<file path="config.mk">
export PLATFORM = sky130hd
export DESIGN_NAME = fpa_div_cell
export DESIGN_NICKNAME = d
export VERILOG_FILES = /design/src/rtl/fpa_pkg.sv /design/src/rtl/fpa_div_cell.sv
export SDC_FILE = /design/constraint.sdc
export NUM_CORES = 1
export LEC_CHECK = 0
export ABC_AREA = 1
export BUFFER_PORTS_ARGS = -buffer_cell sky130_fd_sc_hd__buf_2
export CAP_MARGIN = 10
export CORE_AREA = 2 2 134 136
export CTS_CLUSTER_DIAMETER = 60
export DETAILED_ROUTE_END_ITERATION = 16
export DIE_AREA = 0 0 136 138
export PLACE_DENSITY = 0.92
export SKIP_CTS_REPAIR_TIMING = 1
export SLEW_MARGIN = 25
export SYNTH_ARGS = -nofsm -noshare
export SYNTH_HDL_FRONTEND = slang
export SYNTH_SLANG_ARGS = --single-unit
export TNS_END_PERCENT = 50
</file>
<file path="constraint.sdc">
create_clock -name clk -period 3.2 [get_ports clk]
set_input_delay 0.64 -clock clk [delete_from_list [all_inputs] [get_ports clk]]
set_output_delay 0.64 -clock clk [all_outputs]
set_load 0.02 [all_outputs]
</file>
<file path="src/rtl/fpa_pkg.sv">
package fpa_pkg;

  // Operand and result width
  localparam int DATA_W = 32;

  // Default number of fraction bits (Q24.8)
  localparam int FRACTION_BITS_DEF = 8;

  // Operation codes carried on the mode field
  typedef enum logic [3:0] {
    MODE_ADD      = 4'd0,
    MODE_SUB      = 4'd1,
    MODE_MUL      = 4'd2,
    MODE_DIV      = 4'd3,
    MODE_GT       = 4'd4,
    MODE_LT       = 4'd5,
    MODE_GE       = 4'd6,
    MODE_LE       = 4'd7,
    MODE_EQ       = 4'd8,
    MODE_NE       = 4'd9,
    MODE_MIN      = 4'd10,
    MODE_MAX      = 4'd11,
    MODE_INC      = 4'd12,
    MODE_DEC      = 4'd13,
    MODE_TO_INT   = 4'd14,
    MODE_FROM_INT = 4'd15
  } mode_t;

  // Per-item info that rides alongside the divider chain
  typedef struct packed {
    logic              is_div;  // take the quotient as the result
    logic              dz;      // divide by zero
    logic              neg;     // quotient sign
    logic              cmp;     // comparison outcome
    logic [DATA_W-1:0] res;     // result of every other mode
  } side_t;

endpackage

</file>
<file path="src/rtl/fpa_div_cell.sv">
module fpa_div_cell #(
  parameter int DW = fpa_pkg::DATA_W + fpa_pkg::FRACTION_BITS_DEF
) (
  input  logic                          clk,
  input  logic                          rst_n,
  input  logic                          adv,
  input  logic                          in_vld,
  input  fpa_pkg::side_t                in_side,
  input  logic [fpa_pkg::DATA_W-1:0]    in_dvsr,
  input  logic [DW-1:0]                 in_dvd,
  input  logic [fpa_pkg::DATA_W-1:0]    in_rem,
  input  logic [fpa_pkg::DATA_W-1:0]    in_quo,
  output logic                          out_vld,
  output fpa_pkg::side_t                out_side,
  output logic [fpa_pkg::DATA_W-1:0]    out_dvsr,
  output logic [DW-1:0]                 out_dvd,
  output logic [fpa_pkg::DATA_W-1:0]    out_rem,
  output logic [fpa_pkg::DATA_W-1:0]    out_quo
);
  import fpa_pkg::*;

  logic [DATA_W:0]   rem_sh;
  logic [DATA_W+1:0] diff;
  logic              fits;

  logic              vld_r, vld_nxt;
  side_t             side_r;
  logic [DATA_W-1:0] dvsr_r;
  logic [DW-1:0]     dvd_r, dvd_nxt;
  logic [DATA_W-1:0] rem_r, rem_nxt;
  logic [DATA_W-1:0] quo_r, quo_nxt;

  // One restoring step: bring in the next dividend bit, try the subtract
  assign rem_sh  = {in_rem, in_dvd[DW-1]};
  assign diff    = {1'b0, rem_sh} - {2'b00, in_dvsr};
  assign fits    = !diff[DATA_W+1];
  assign rem_nxt = fits ? diff[DATA_W-1:0] : rem_sh[DATA_W-1:0];
  assign quo_nxt = {in_quo[DATA_W-2:0], fits};
  assign dvd_nxt = {in_dvd[DW-2:0], 1'b0};
  assign vld_nxt = adv ? in_vld : vld_r;

  always_ff @(posedge clk) begin
    if (!rst_n) begin
      vld_r <= 1'b0;
    end else begin
      vld_r <= vld_nxt;
    end
  end

  // Advance the item to the next cell
  always_ff @(posedge clk) begin
    if (adv) begin
      side_r <= in_side;
      dvsr_r <= in_dvsr;
      dvd_r  <= dvd_nxt;
      rem_r  <= rem_nxt;
      quo_r  <= quo_nxt;
    end
  end

  assign out_vld  = vld_r;
  assign out_side = side_r;
  assign out_dvsr = dvsr_r;
  assign out_dvd  = dvd_r;
  assign out_rem  = rem_r;
  assign out_quo  = quo_r;

endmodule

</file>
==> results.cfg <==
[synthesis]
synth_seq_cells = 172
synth_compound_area_share_pct = 1.64
muxShareOfSynthArea_pct = 0
synthSimpleGateAreaFrac_pct = 22.1
yosysUniqueCellTypes = 32
syn_inst = 816
synthAdderAreaFrac_pct = 5.05
synth_top_family_by_area = simple AND/OR/NAND/NOR gates
syn_area_sq_mm = 0.00832
yosysSeqAreaShare_pct = 62.0
syn-num-nets = 1025
synthXorXnorAreaFrac_pct = 1.58
syn_avg_cell_area_sq_um = 10.2
yosys_warnings = 0

[routing]
finalWirelength_microns = 27200
postRouteAntennaNets = 0
drtIter0Drc = 535
via_per_inst = 4.98
wl_per_cell_microns = 19.1
vias = 7094
drt-pass1-iter-count = 6
drc = 0

[critical_path]
path_delay_family = simple AND/OR/NAND/NOR gates
crit_chain = buf_2 -> inv_1 -> ha_1 -> nand2_1 -> nor2_1 -> nand2_1 -> nor2_1 -> nand2_4 -> buf_4 -> nand3_1 -> nand2_1
crit_required_ns = 3.38
crit_path_frequent_cell = nand2_1
cp.buffers_inverters = 3
worstSetupPathType = input port to register
arrival_ns = 2.59
end_kind = register
crit_fanout = 17
cp-start-kind = input port
max_stage_delay_ns = 0.40
cp_slowest_cell = ha_1

[grt]
grt_max_degree = 50
grt_pass1_wl_microns = 39000
grt_pass1_vias = 6932
grt_usage_pct = 28.5
overflow = 0
antenna_found_initial = 14

[sta]
finalCriticalPeriod_ns = 2.41
rsz0062_at_grt = false
whs_ns = 0.378
fin_setup_tns_ns = 0
timing.final.hold_violations = 0
finalSetupViolCount = 0
fmax_mhz = 415
slew_violations = 0
fin_ws_ns = 0.789
finClkSkew_ns = 0
timing.final.crit_share_pct = 75.3

[outcome]
status = finished clean

[floorplan]
placement_rows = 49
die_w_microns = 136
ioPinCount = 349
core_sq_mm = 0.0175
start_util_pct = 47.4
dieArea_sq_mm = 0.0188
die_y_microns = 138

[cts]
cts.sink_count = 172
cts_buffers = 17
cts_tree = done
clkTransAtPathRegs_ns = 0.08
clkLatencyLatePin_ns = 0.42
htree_num_levels = 4
root_buffer = clkbuf_16
cts_buffer_depth = 2

[job]
drv_cap = 0

[final_layout]
nets = 1388
final_common_cell = buf_2
finalNonFillerCells = 1425
mostFrequentLayoutCells = buf_2, nand2_1, edfxtp_1
drive_gt1_share_pct = 34.8
syn_to_final_growth_pct = 31.6

[placement]
pre_cts_ws_ns = 0.390
portBuffers = 346
dpl.cell_count = 1389
place.gp.congestion = 0.950
dpl.hpwl_microns = 21800

[min_path]
min_path_type = input port to register

[power_and_ir_drop]
p_per_area_mw_per_mm2 = 556
ir_drop_mv = 0.359
p_leak_uw = 0.00550
state kept, by name, summed over array words and instances (netlist names):
name      count
out_dvd      39
out_rem      32
out_dvsr     32
out_side     36
out_vld       1
out_quo      32
cells by family after synthesis:
logic type               after synthesis
AND/OR/NAND/NOR                      414
flip-flops                           172
buffers and inverters                156
adder cells (fa/ha/maj)               33
AO/OA/AOI/OAI                         25
XOR/XNOR                              15
other                                  1
routing by layer:
metal / share of wire (%) / up-vias / track usage (%) / wire, microns
met5: 0.13 / - / 0 / 34
met2: 49 / 347 / 48.0 / 13200
met4: 2.5 / 6 / 9.32 / 688
met3: 11 / 49 / 8.76 / 2900
li1: - / 3378 / - / -
met1: 38 / 3314 / 34.8 / 10300
area by class of cell:
class	instances	area, sq um
Antenna cell	4	10.0
Clock buffer	18	429
Clock inverter	14	160
Fill cell	1456	6590
Inverter	146	548
Multi-Input combinational cell	488	2530
Sequential cell	172	5150
Tap cell	229	287
Timing Repair Buffer	354	1820
power by group:
part / switching (uW) / leakage (uW) / internal, uW
registers: 61.4 / 0.00168 / 2720
clock network: 979 / 0.000280 / 1050
logic: 856 / 0.00354 / 416
total: 1900 / 0.00550 / 4180
final timing paths:
kind | startpoint | endpoint | slack [ns] | depth (start not counted)
hold / removal | in_quo[4] | out_quo[5] | 0.38 | 1
setup / recovery | in_dvsr[17] | out_rem[20] | 0.79 | 11
setup reg to reg | out_vld | out_vld | 2.56 | 2
hold reg to reg | out_vld | out_vld | 0.55 | 2
synthesized netlist by cell type (all sizes together):
master,number,area [sq um]
inv,146,548
nand3,72,430
dfxtp,1,20.0
nand2,270,1050
nand3b,5,37.5
nand4,7,43.8
xor2,15,131
or2,1,6.26
buf,10,82.6
and2,10,62.6
conb,1,3.75
fa,1,20.0
o21ai,2,10.0
o21bai,3,22.5
nor2,44,180
and3,1,6.26
ha,32,400
nor3,4,25.0
a21oi,20,104
edfxtp,171,5130
stage by stage:
stage | util [%] | power (uW) | instance area, sq um
CTS | 62.4 | 6120 | 10900
global placement | 59.0 | 4060 | 10300
finish | 62.4 | 6080 | 10900
floorplan | - | 3570 | 8320
global route | 62.4 | 6300 | 10900
detailed placement | 59.0 | 4090 | 10300
No activity file was read; power rests on OpenSTA's default activity.
