$ cat src/rtl/fpa_pkg.sv
package fpa_pkg;

  // Operand and result width
  localparam int DATA_W = 32;

  // Default number of fraction bits (Q24.8)
  localparam int FRACTION_BITS_DEF = 8;

  // Operation codes carried on the mode field
  typedef enum logic [3:0] {
    MODE_ADD      = 4'd0,
    MODE_SUB      = 4'd1,
    MODE_MUL      = 4'd2,
    MODE_DIV      = 4'd3,
    MODE_GT       = 4'd4,
    MODE_LT       = 4'd5,
    MODE_GE       = 4'd6,
    MODE_LE       = 4'd7,
    MODE_EQ       = 4'd8,
    MODE_NE       = 4'd9,
    MODE_MIN      = 4'd10,
    MODE_MAX      = 4'd11,
    MODE_INC      = 4'd12,
    MODE_DEC      = 4'd13,
    MODE_TO_INT   = 4'd14,
    MODE_FROM_INT = 4'd15
  } mode_t;

  // Per-item info that rides alongside the divider chain
  typedef struct packed {
    logic              is_div;  // take the quotient as the result
    logic              dz;      // divide by zero
    logic              neg;     // quotient sign
    logic              cmp;     // comparison outcome
    logic [DATA_W-1:0] res;     // result of every other mode
  } side_t;

endpackage

$ cat src/rtl/fpa_prep.sv
module fpa_prep #(
  parameter int FRACTION_BITS = fpa_pkg::FRACTION_BITS_DEF
) (
  input  logic                                            clk,
  input  logic                                            rst_n,
  input  logic                                            adv,
  input  logic                                            in_valid,
  input  logic [3:0]                                      in_mode,
  input  logic signed [fpa_pkg::DATA_W-1:0]               in_operand_a,
  input  logic signed [fpa_pkg::DATA_W-1:0]               in_operand_b,
  output logic                                            prep_valid,
  output fpa_pkg::side_t                                  prep_side,
  output logic [fpa_pkg::DATA_W-1:0]                      prep_dvsr,
  output logic [fpa_pkg::DATA_W+FRACTION_BITS-1:0]        prep_dvd
);
  import fpa_pkg::*;

  localparam int PW = DATA_W + FRACTION_BITS;

  mode_t                    mode;
  logic                     a_lt_b;
  logic                     b_lt_a;
  logic signed [2*DATA_W-1:0] prod;

  logic                     valid_r, valid_nxt;
  side_t                    side_r, side_nxt;
  logic                     mul_r, mul_nxt;
  logic [PW-1:0]            prod_r, prod_nxt;
  logic [DATA_W-1:0]        ma_r, ma_nxt;
  logic [DATA_W-1:0]        mb_r, mb_nxt;

  assign mode   = mode_t'(in_mode);
  assign a_lt_b = in_operand_a < in_operand_b;
  assign b_lt_a = in_operand_b < in_operand_a;
  assign prod   = in_operand_a * in_operand_b;

  // Decode the mode and form the result of every mode but mul and div
  always_comb begin
    side_nxt        = '0;
    mul_nxt         = 1'b0;
    prod_nxt        = prod[PW-1:0];
    ma_nxt          = in_operand_a[DATA_W-1] ? DATA_W'(-in_operand_a) : in_operand_a;
    mb_nxt          = in_operand_b[DATA_W-1] ? DATA_W'(-in_operand_b) : in_operand_b;
    side_nxt.neg    = in_operand_a[DATA_W-1] ^ in_operand_b[DATA_W-1];
    unique case (mode)
      MODE_ADD:      side_nxt.res = in_operand_a + in_operand_b;
      MODE_SUB:      side_nxt.res = in_operand_a - in_operand_b;
      MODE_MUL:      mul_nxt      = 1'b1;
      MODE_DIV: begin
        side_nxt.is_div = 1'b1;
        side_nxt.dz     = (in_operand_b == '0);
      end
      MODE_GT:       side_nxt.cmp = b_lt_a;
      MODE_LT:       side_nxt.cmp = a_lt_b;
      MODE_GE:       side_nxt.cmp = !a_lt_b;
      MODE_LE:       side_nxt.cmp = !b_lt_a;
      MODE_EQ:       side_nxt.cmp = (in_operand_a == in_operand_b);
      MODE_NE:       side_nxt.cmp = (in_operand_a != in_operand_b);
      MODE_MIN:      side_nxt.res = a_lt_b ? in_operand_a : in_operand_b;
      MODE_MAX:      side_nxt.res = b_lt_a ? in_operand_a : in_operand_b;
      MODE_INC:      side_nxt.res = in_operand_a + DATA_W'(1);
      MODE_DEC:      side_nxt.res = in_operand_a - DATA_W'(1);
      MODE_TO_INT:   side_nxt.res = in_operand_a >>> FRACTION_BITS;
      MODE_FROM_INT: side_nxt.res = in_operand_a << FRACTION_BITS;
      default:       side_nxt.res = '0;
    endcase
  end

  assign valid_nxt = adv ? in_valid : valid_r;

  // Hold the stage while the pipeline is stalled
  always_ff @(posedge clk) begin
    if (!rst_n) begin
      valid_r <= 1'b0;
    end else begin
      valid_r <= valid_nxt;
    end
  end

  always_ff @(posedge clk) begin
    if (adv) begin
      side_r <= side_nxt;
      mul_r  <= mul_nxt;
      prod_r <= prod_nxt;
      ma_r   <= ma_nxt;
      mb_r   <= mb_nxt;
    end
  end

  // Scale the product back and widen the dividend
  always_comb begin
    prep_side = side_r;
    if (mul_r) begin
      prep_side.res = prod_r[PW-1:FRACTION_BITS];
    end
  end

  assign prep_valid = valid_r;
  assign prep_dvsr  = mb_r;
  assign prep_dvd   = {ma_r, {FRACTION_BITS{1'b0}}};

endmodule

$ cat config.mk
export PLATFORM = sky130hd
export DESIGN_NAME = fpa_prep
export DESIGN_NICKNAME = d
export VERILOG_FILES = /design/src/rtl/fpa_pkg.sv /design/src/rtl/fpa_prep.sv
export SDC_FILE = /design/constraint.sdc
export NUM_CORES = 2
export LEC_CHECK = 0
export BUFFER_PORTS_ARGS = -buffer_cell sky130_fd_sc_hd__buf_2
export CORE_ASPECT_RATIO = 0.8
export CORE_MARGIN = 2
export CORE_UTILIZATION = 60
export CTS_CLUSTER_DIAMETER = 40
export DETAILED_ROUTE_END_ITERATION = 16
export GPL_ROUTABILITY_DRIVEN = 1
export PLACE_DENSITY = 0.78
export SYNTH_ARGS = -nofsm -noshare
export SYNTH_HDL_FRONTEND = slang
export SYNTH_SLANG_ARGS = --single-unit
$ cat constraint.sdc
create_clock -name clk -period 14.47 [get_ports clk]
set_clock_uncertainty 0.05 [all_clocks]
set_input_delay 2.894 -clock clk [delete_from_list [all_inputs] [get_ports clk]]
set_output_delay 2.894 -clock clk [all_outputs]
set_load 0.02 [all_outputs]
==> reports/metrics.cfg <==
[global_routing]
use_met3_pct = 15.2
grtUsageTotal_pct = 37.5
grt_first_pass_wirelength_um = 166000
antenna_found_initial = 3
grt_pass1_vias = 27800
grt_max_degree = 75
use_met2_pct = 51.1
busiest_layer = met1
grt_use_met1_pct = 52.2
grt-ovfl-total = 0

[cts]
clkSlewWorstSetupHoldPaths_ns = 0.07
clkLatencyLatePin_ns = 0.47
cts_resized = 0
htreeDepth = 4
cts_tree = built
numCtsBuffers = 17
clockBufferDepth = 2
cts_root_buffer = clkbuf_16
post-cts-setup-buffers = 0
cts_hold_buf = 0
clock-sinks = 134

[floorplanning]
core_um2 = 56900
die_x_um = 273
rows = 78
die_y_um = 219
ios = 181
die_area_um2 = 59700
start_util_pct = 60.9

[sta]
worstMarginPinSlew_ns = 0.973
finalHoldViolations = 0
rsz0062_at_grt = no
setup-violations-final = 0
fmax_mhz = 94.5
fin_setup_tns_ns = 0
fin_crit_sh_pct = 73.1
maxSlewViolCount = 0
relSlewSlack_pct = 35.2
min_period_ns = 10.58

[synth]
syn_inst = 3752
ys_seq_area_share_pct = 11.6
synth_ff_type = edfxtp_1
synth_xor_area_share_pct = 5.43
synth_compound_gate_area_share_pct = 7.91
synth.area.mux_share_pct = 2.54
synth_edf_count = 133
yosysWarnings = 0
yosys.area_share.simple_pct = 15.9
ys_async_sr_fraction_pct = 0
synth_seq_cells = 134
synth_top_family_by_area = adder cells
avgSynthCellArea_um2 = 9.24
netlist_area_um2 = 34700
synth.distinct_cells = 96
synth-adder-area-share_pct = 45.8

[worst_setup_path]
worstPathMaxFanout = 37
crit_path_start_kind = input port
slowest_stage = xnor2_1
cp-end-kind = flop
critPathRequiredTime_ns = 14.63
timing.critical_path.arrival_ns = 10.74
critPathMaxStageDelay_ns = 0.64
crit_type = input port to flop
path_cells = buf_2 -> nand2_1 -> inv_1 -> fa_1 -> inv_1 -> fa_1 -> inv_1 -> fa_1 -> inv_1 -> fa_1 -> fa_1 -> fa_1 -> inv_1 -> fa_1 -> fa_1 -> xnor2_1 -> xnor2_1 -> xnor2_1 -> xnor2_1 -> xnor2_1 -> xnor2_1 -> xnor2_1 -> xnor2_1

[placed_design]
gp_congestion = 1.03
portBuffers = 172
dp_hpwl_um = 80300
placed_cells = 4487
placed_area_um2 = 35800

[routing]
wl_per_cell_um = 24.0
drtIter0Drc = 3895
dr.pass1.iters = 9
postRouteAntennaNets = 0
vias = 27700
routed_via_density = 6.12
drc = 0
drt-total-wl_um = 109000

[layout]
final_common_cell = inv_1
final_cell_mix = 720 x inv_1, 644 x fa_1, 385 x and2_1
fin_area_um2 = 36400
layout.cells.non_filler = 4527
drive_above_1_share_pct = 8.91
area_delta_synth_final_pct = 5.10
nets = 4701

[status]
status = complete, no violations

[min_path]
hold_class = flop to flop

[run]
cap_violations = 0

[flip-flops by register name, summed over array words and instances, names as in the netlist]
name / count
mul_r: 1
prod_r: 32
prep_side: 4
side_r: 32
prep_valid: 1
prep_dvsr: 32
ma_r: 32
[metrics by stage]
| stage | setup WS [ns] | util (%) | hold slack [ns] |
|---|---|---|---|
| after floorplan | 4.61 | - | 0.539 |
| after global placement | 3.90 | 63.0 | 0.455 |
| after detailed placement | 3.84 | 63.0 | 0.457 |
| after CTS | 4.30 | 64.0 | 0.474 |
| after global routing | 3.70 | 64.0 | 0.500 |
| final | 3.89 | 64.0 | 0.474 |
[area by class of cell]
class	instances	area, um^2
clock buffer	17	425
inverter	725	2720
multi-input combinational	2652	26900
fill	4499	20500
clock inverter	15	169
timing repair buffer	216	1200
sequential	134	4010
tap	760	951
antenna	8	20.0
[routing by layer]
layer | part of all wire [%] | vias to the layer above
met5 | 0.040 | -
met4 | 5.0 | 6
met3 | 17 | 407
met2 | 39 | 2299
met1 | 38 | 13400
li1 | - | 11600
[synth_stat cells, types with 7 or more instances]
cell type / n / share of area (%)
o22ai_1: 7 / 0.13
o21ai_1: 34 / 0.49
o21a_1: 13 / 0.28
a221oi_1: 7 / 0.18
buf_4: 12 / 0.26
clkbuf_1: 208 / 2.3
nor3_1: 18 / 0.26
o21ai_0: 86 / 1.2
a21o_1: 38 / 0.82
and2_1: 385 / 6.9
buf_2: 12 / 0.17
a221o_1: 7 / 0.20
nand2b_1: 25 / 0.45
o221ai_1: 8 / 0.20
o31ai_1: 12 / 0.26
o211ai_1: 12 / 0.26
or2_2: 7 / 0.13
nor4_1: 8 / 0.14
edfxtp_1: 133 / 12
a31oi_1: 13 / 0.23
nand2_1: 376 / 4.1
mux2i_1: 42 / 1.2
inv_1: 720 / 7.8
ha_1: 239 / 8.6
buf_1: 11 / 0.12
o21bai_1: 11 / 0.24
nor2b_1: 7 / 0.13
nor2_1: 120 / 1.3
or3_1: 23 / 0.41
a21oi_1: 77 / 1.1
xor2_1: 32 / 0.81
mux2_2: 37 / 1.2
a222oi_1: 19 / 0.55
nand3_1: 27 / 0.39
or4_1: 7 / 0.15
and3_1: 8 / 0.14
nand4_1: 10 / 0.18
xnor2_1: 183 / 4.6
fa_1: 644 / 37
[worst paths after layout]
path                                         startpoint                      end  slack (ns)  cells past startpoint
worst min-delay path            prep_valid$_SDFFE_PN0P_  prep_valid$_SDFFE_PN0P_        0.47                      2
worst max register to register  prep_valid$_SDFFE_PN0P_  prep_valid$_SDFFE_PN0P_       13.83                      2
worst max-delay path                    in_operand_b[3]     prod_r[39]$_DFFE_PP_        3.89                     23
worst min register to register  prep_valid$_SDFFE_PN0P_  prep_valid$_SDFFE_PN0P_        0.47                      2
[worst max-delay path: cells and delay by family]
kind,cells,cell delay (ns)
buffers and inverters,6,1.25
adder cells (fa/ha/maj),8,4.02
XOR/XNOR,8,2.30
AND/OR/NAND/NOR,1,0.25
[logic make-up after synthesis]
logic type / count (synthesis)
other: 1
XOR/XNOR: 215
adder cells (fa/ha/maj): 883
multiplexers: 82
buffers and inverters: 973
AND/OR/NAND/NOR: 1062
AO/OA/AOI/OAI: 402
flip-flops: 134
Power is left out: the tool's default activity adds up to more than one toggle a clock period on the data nets, which glitch-free logic cannot reach.
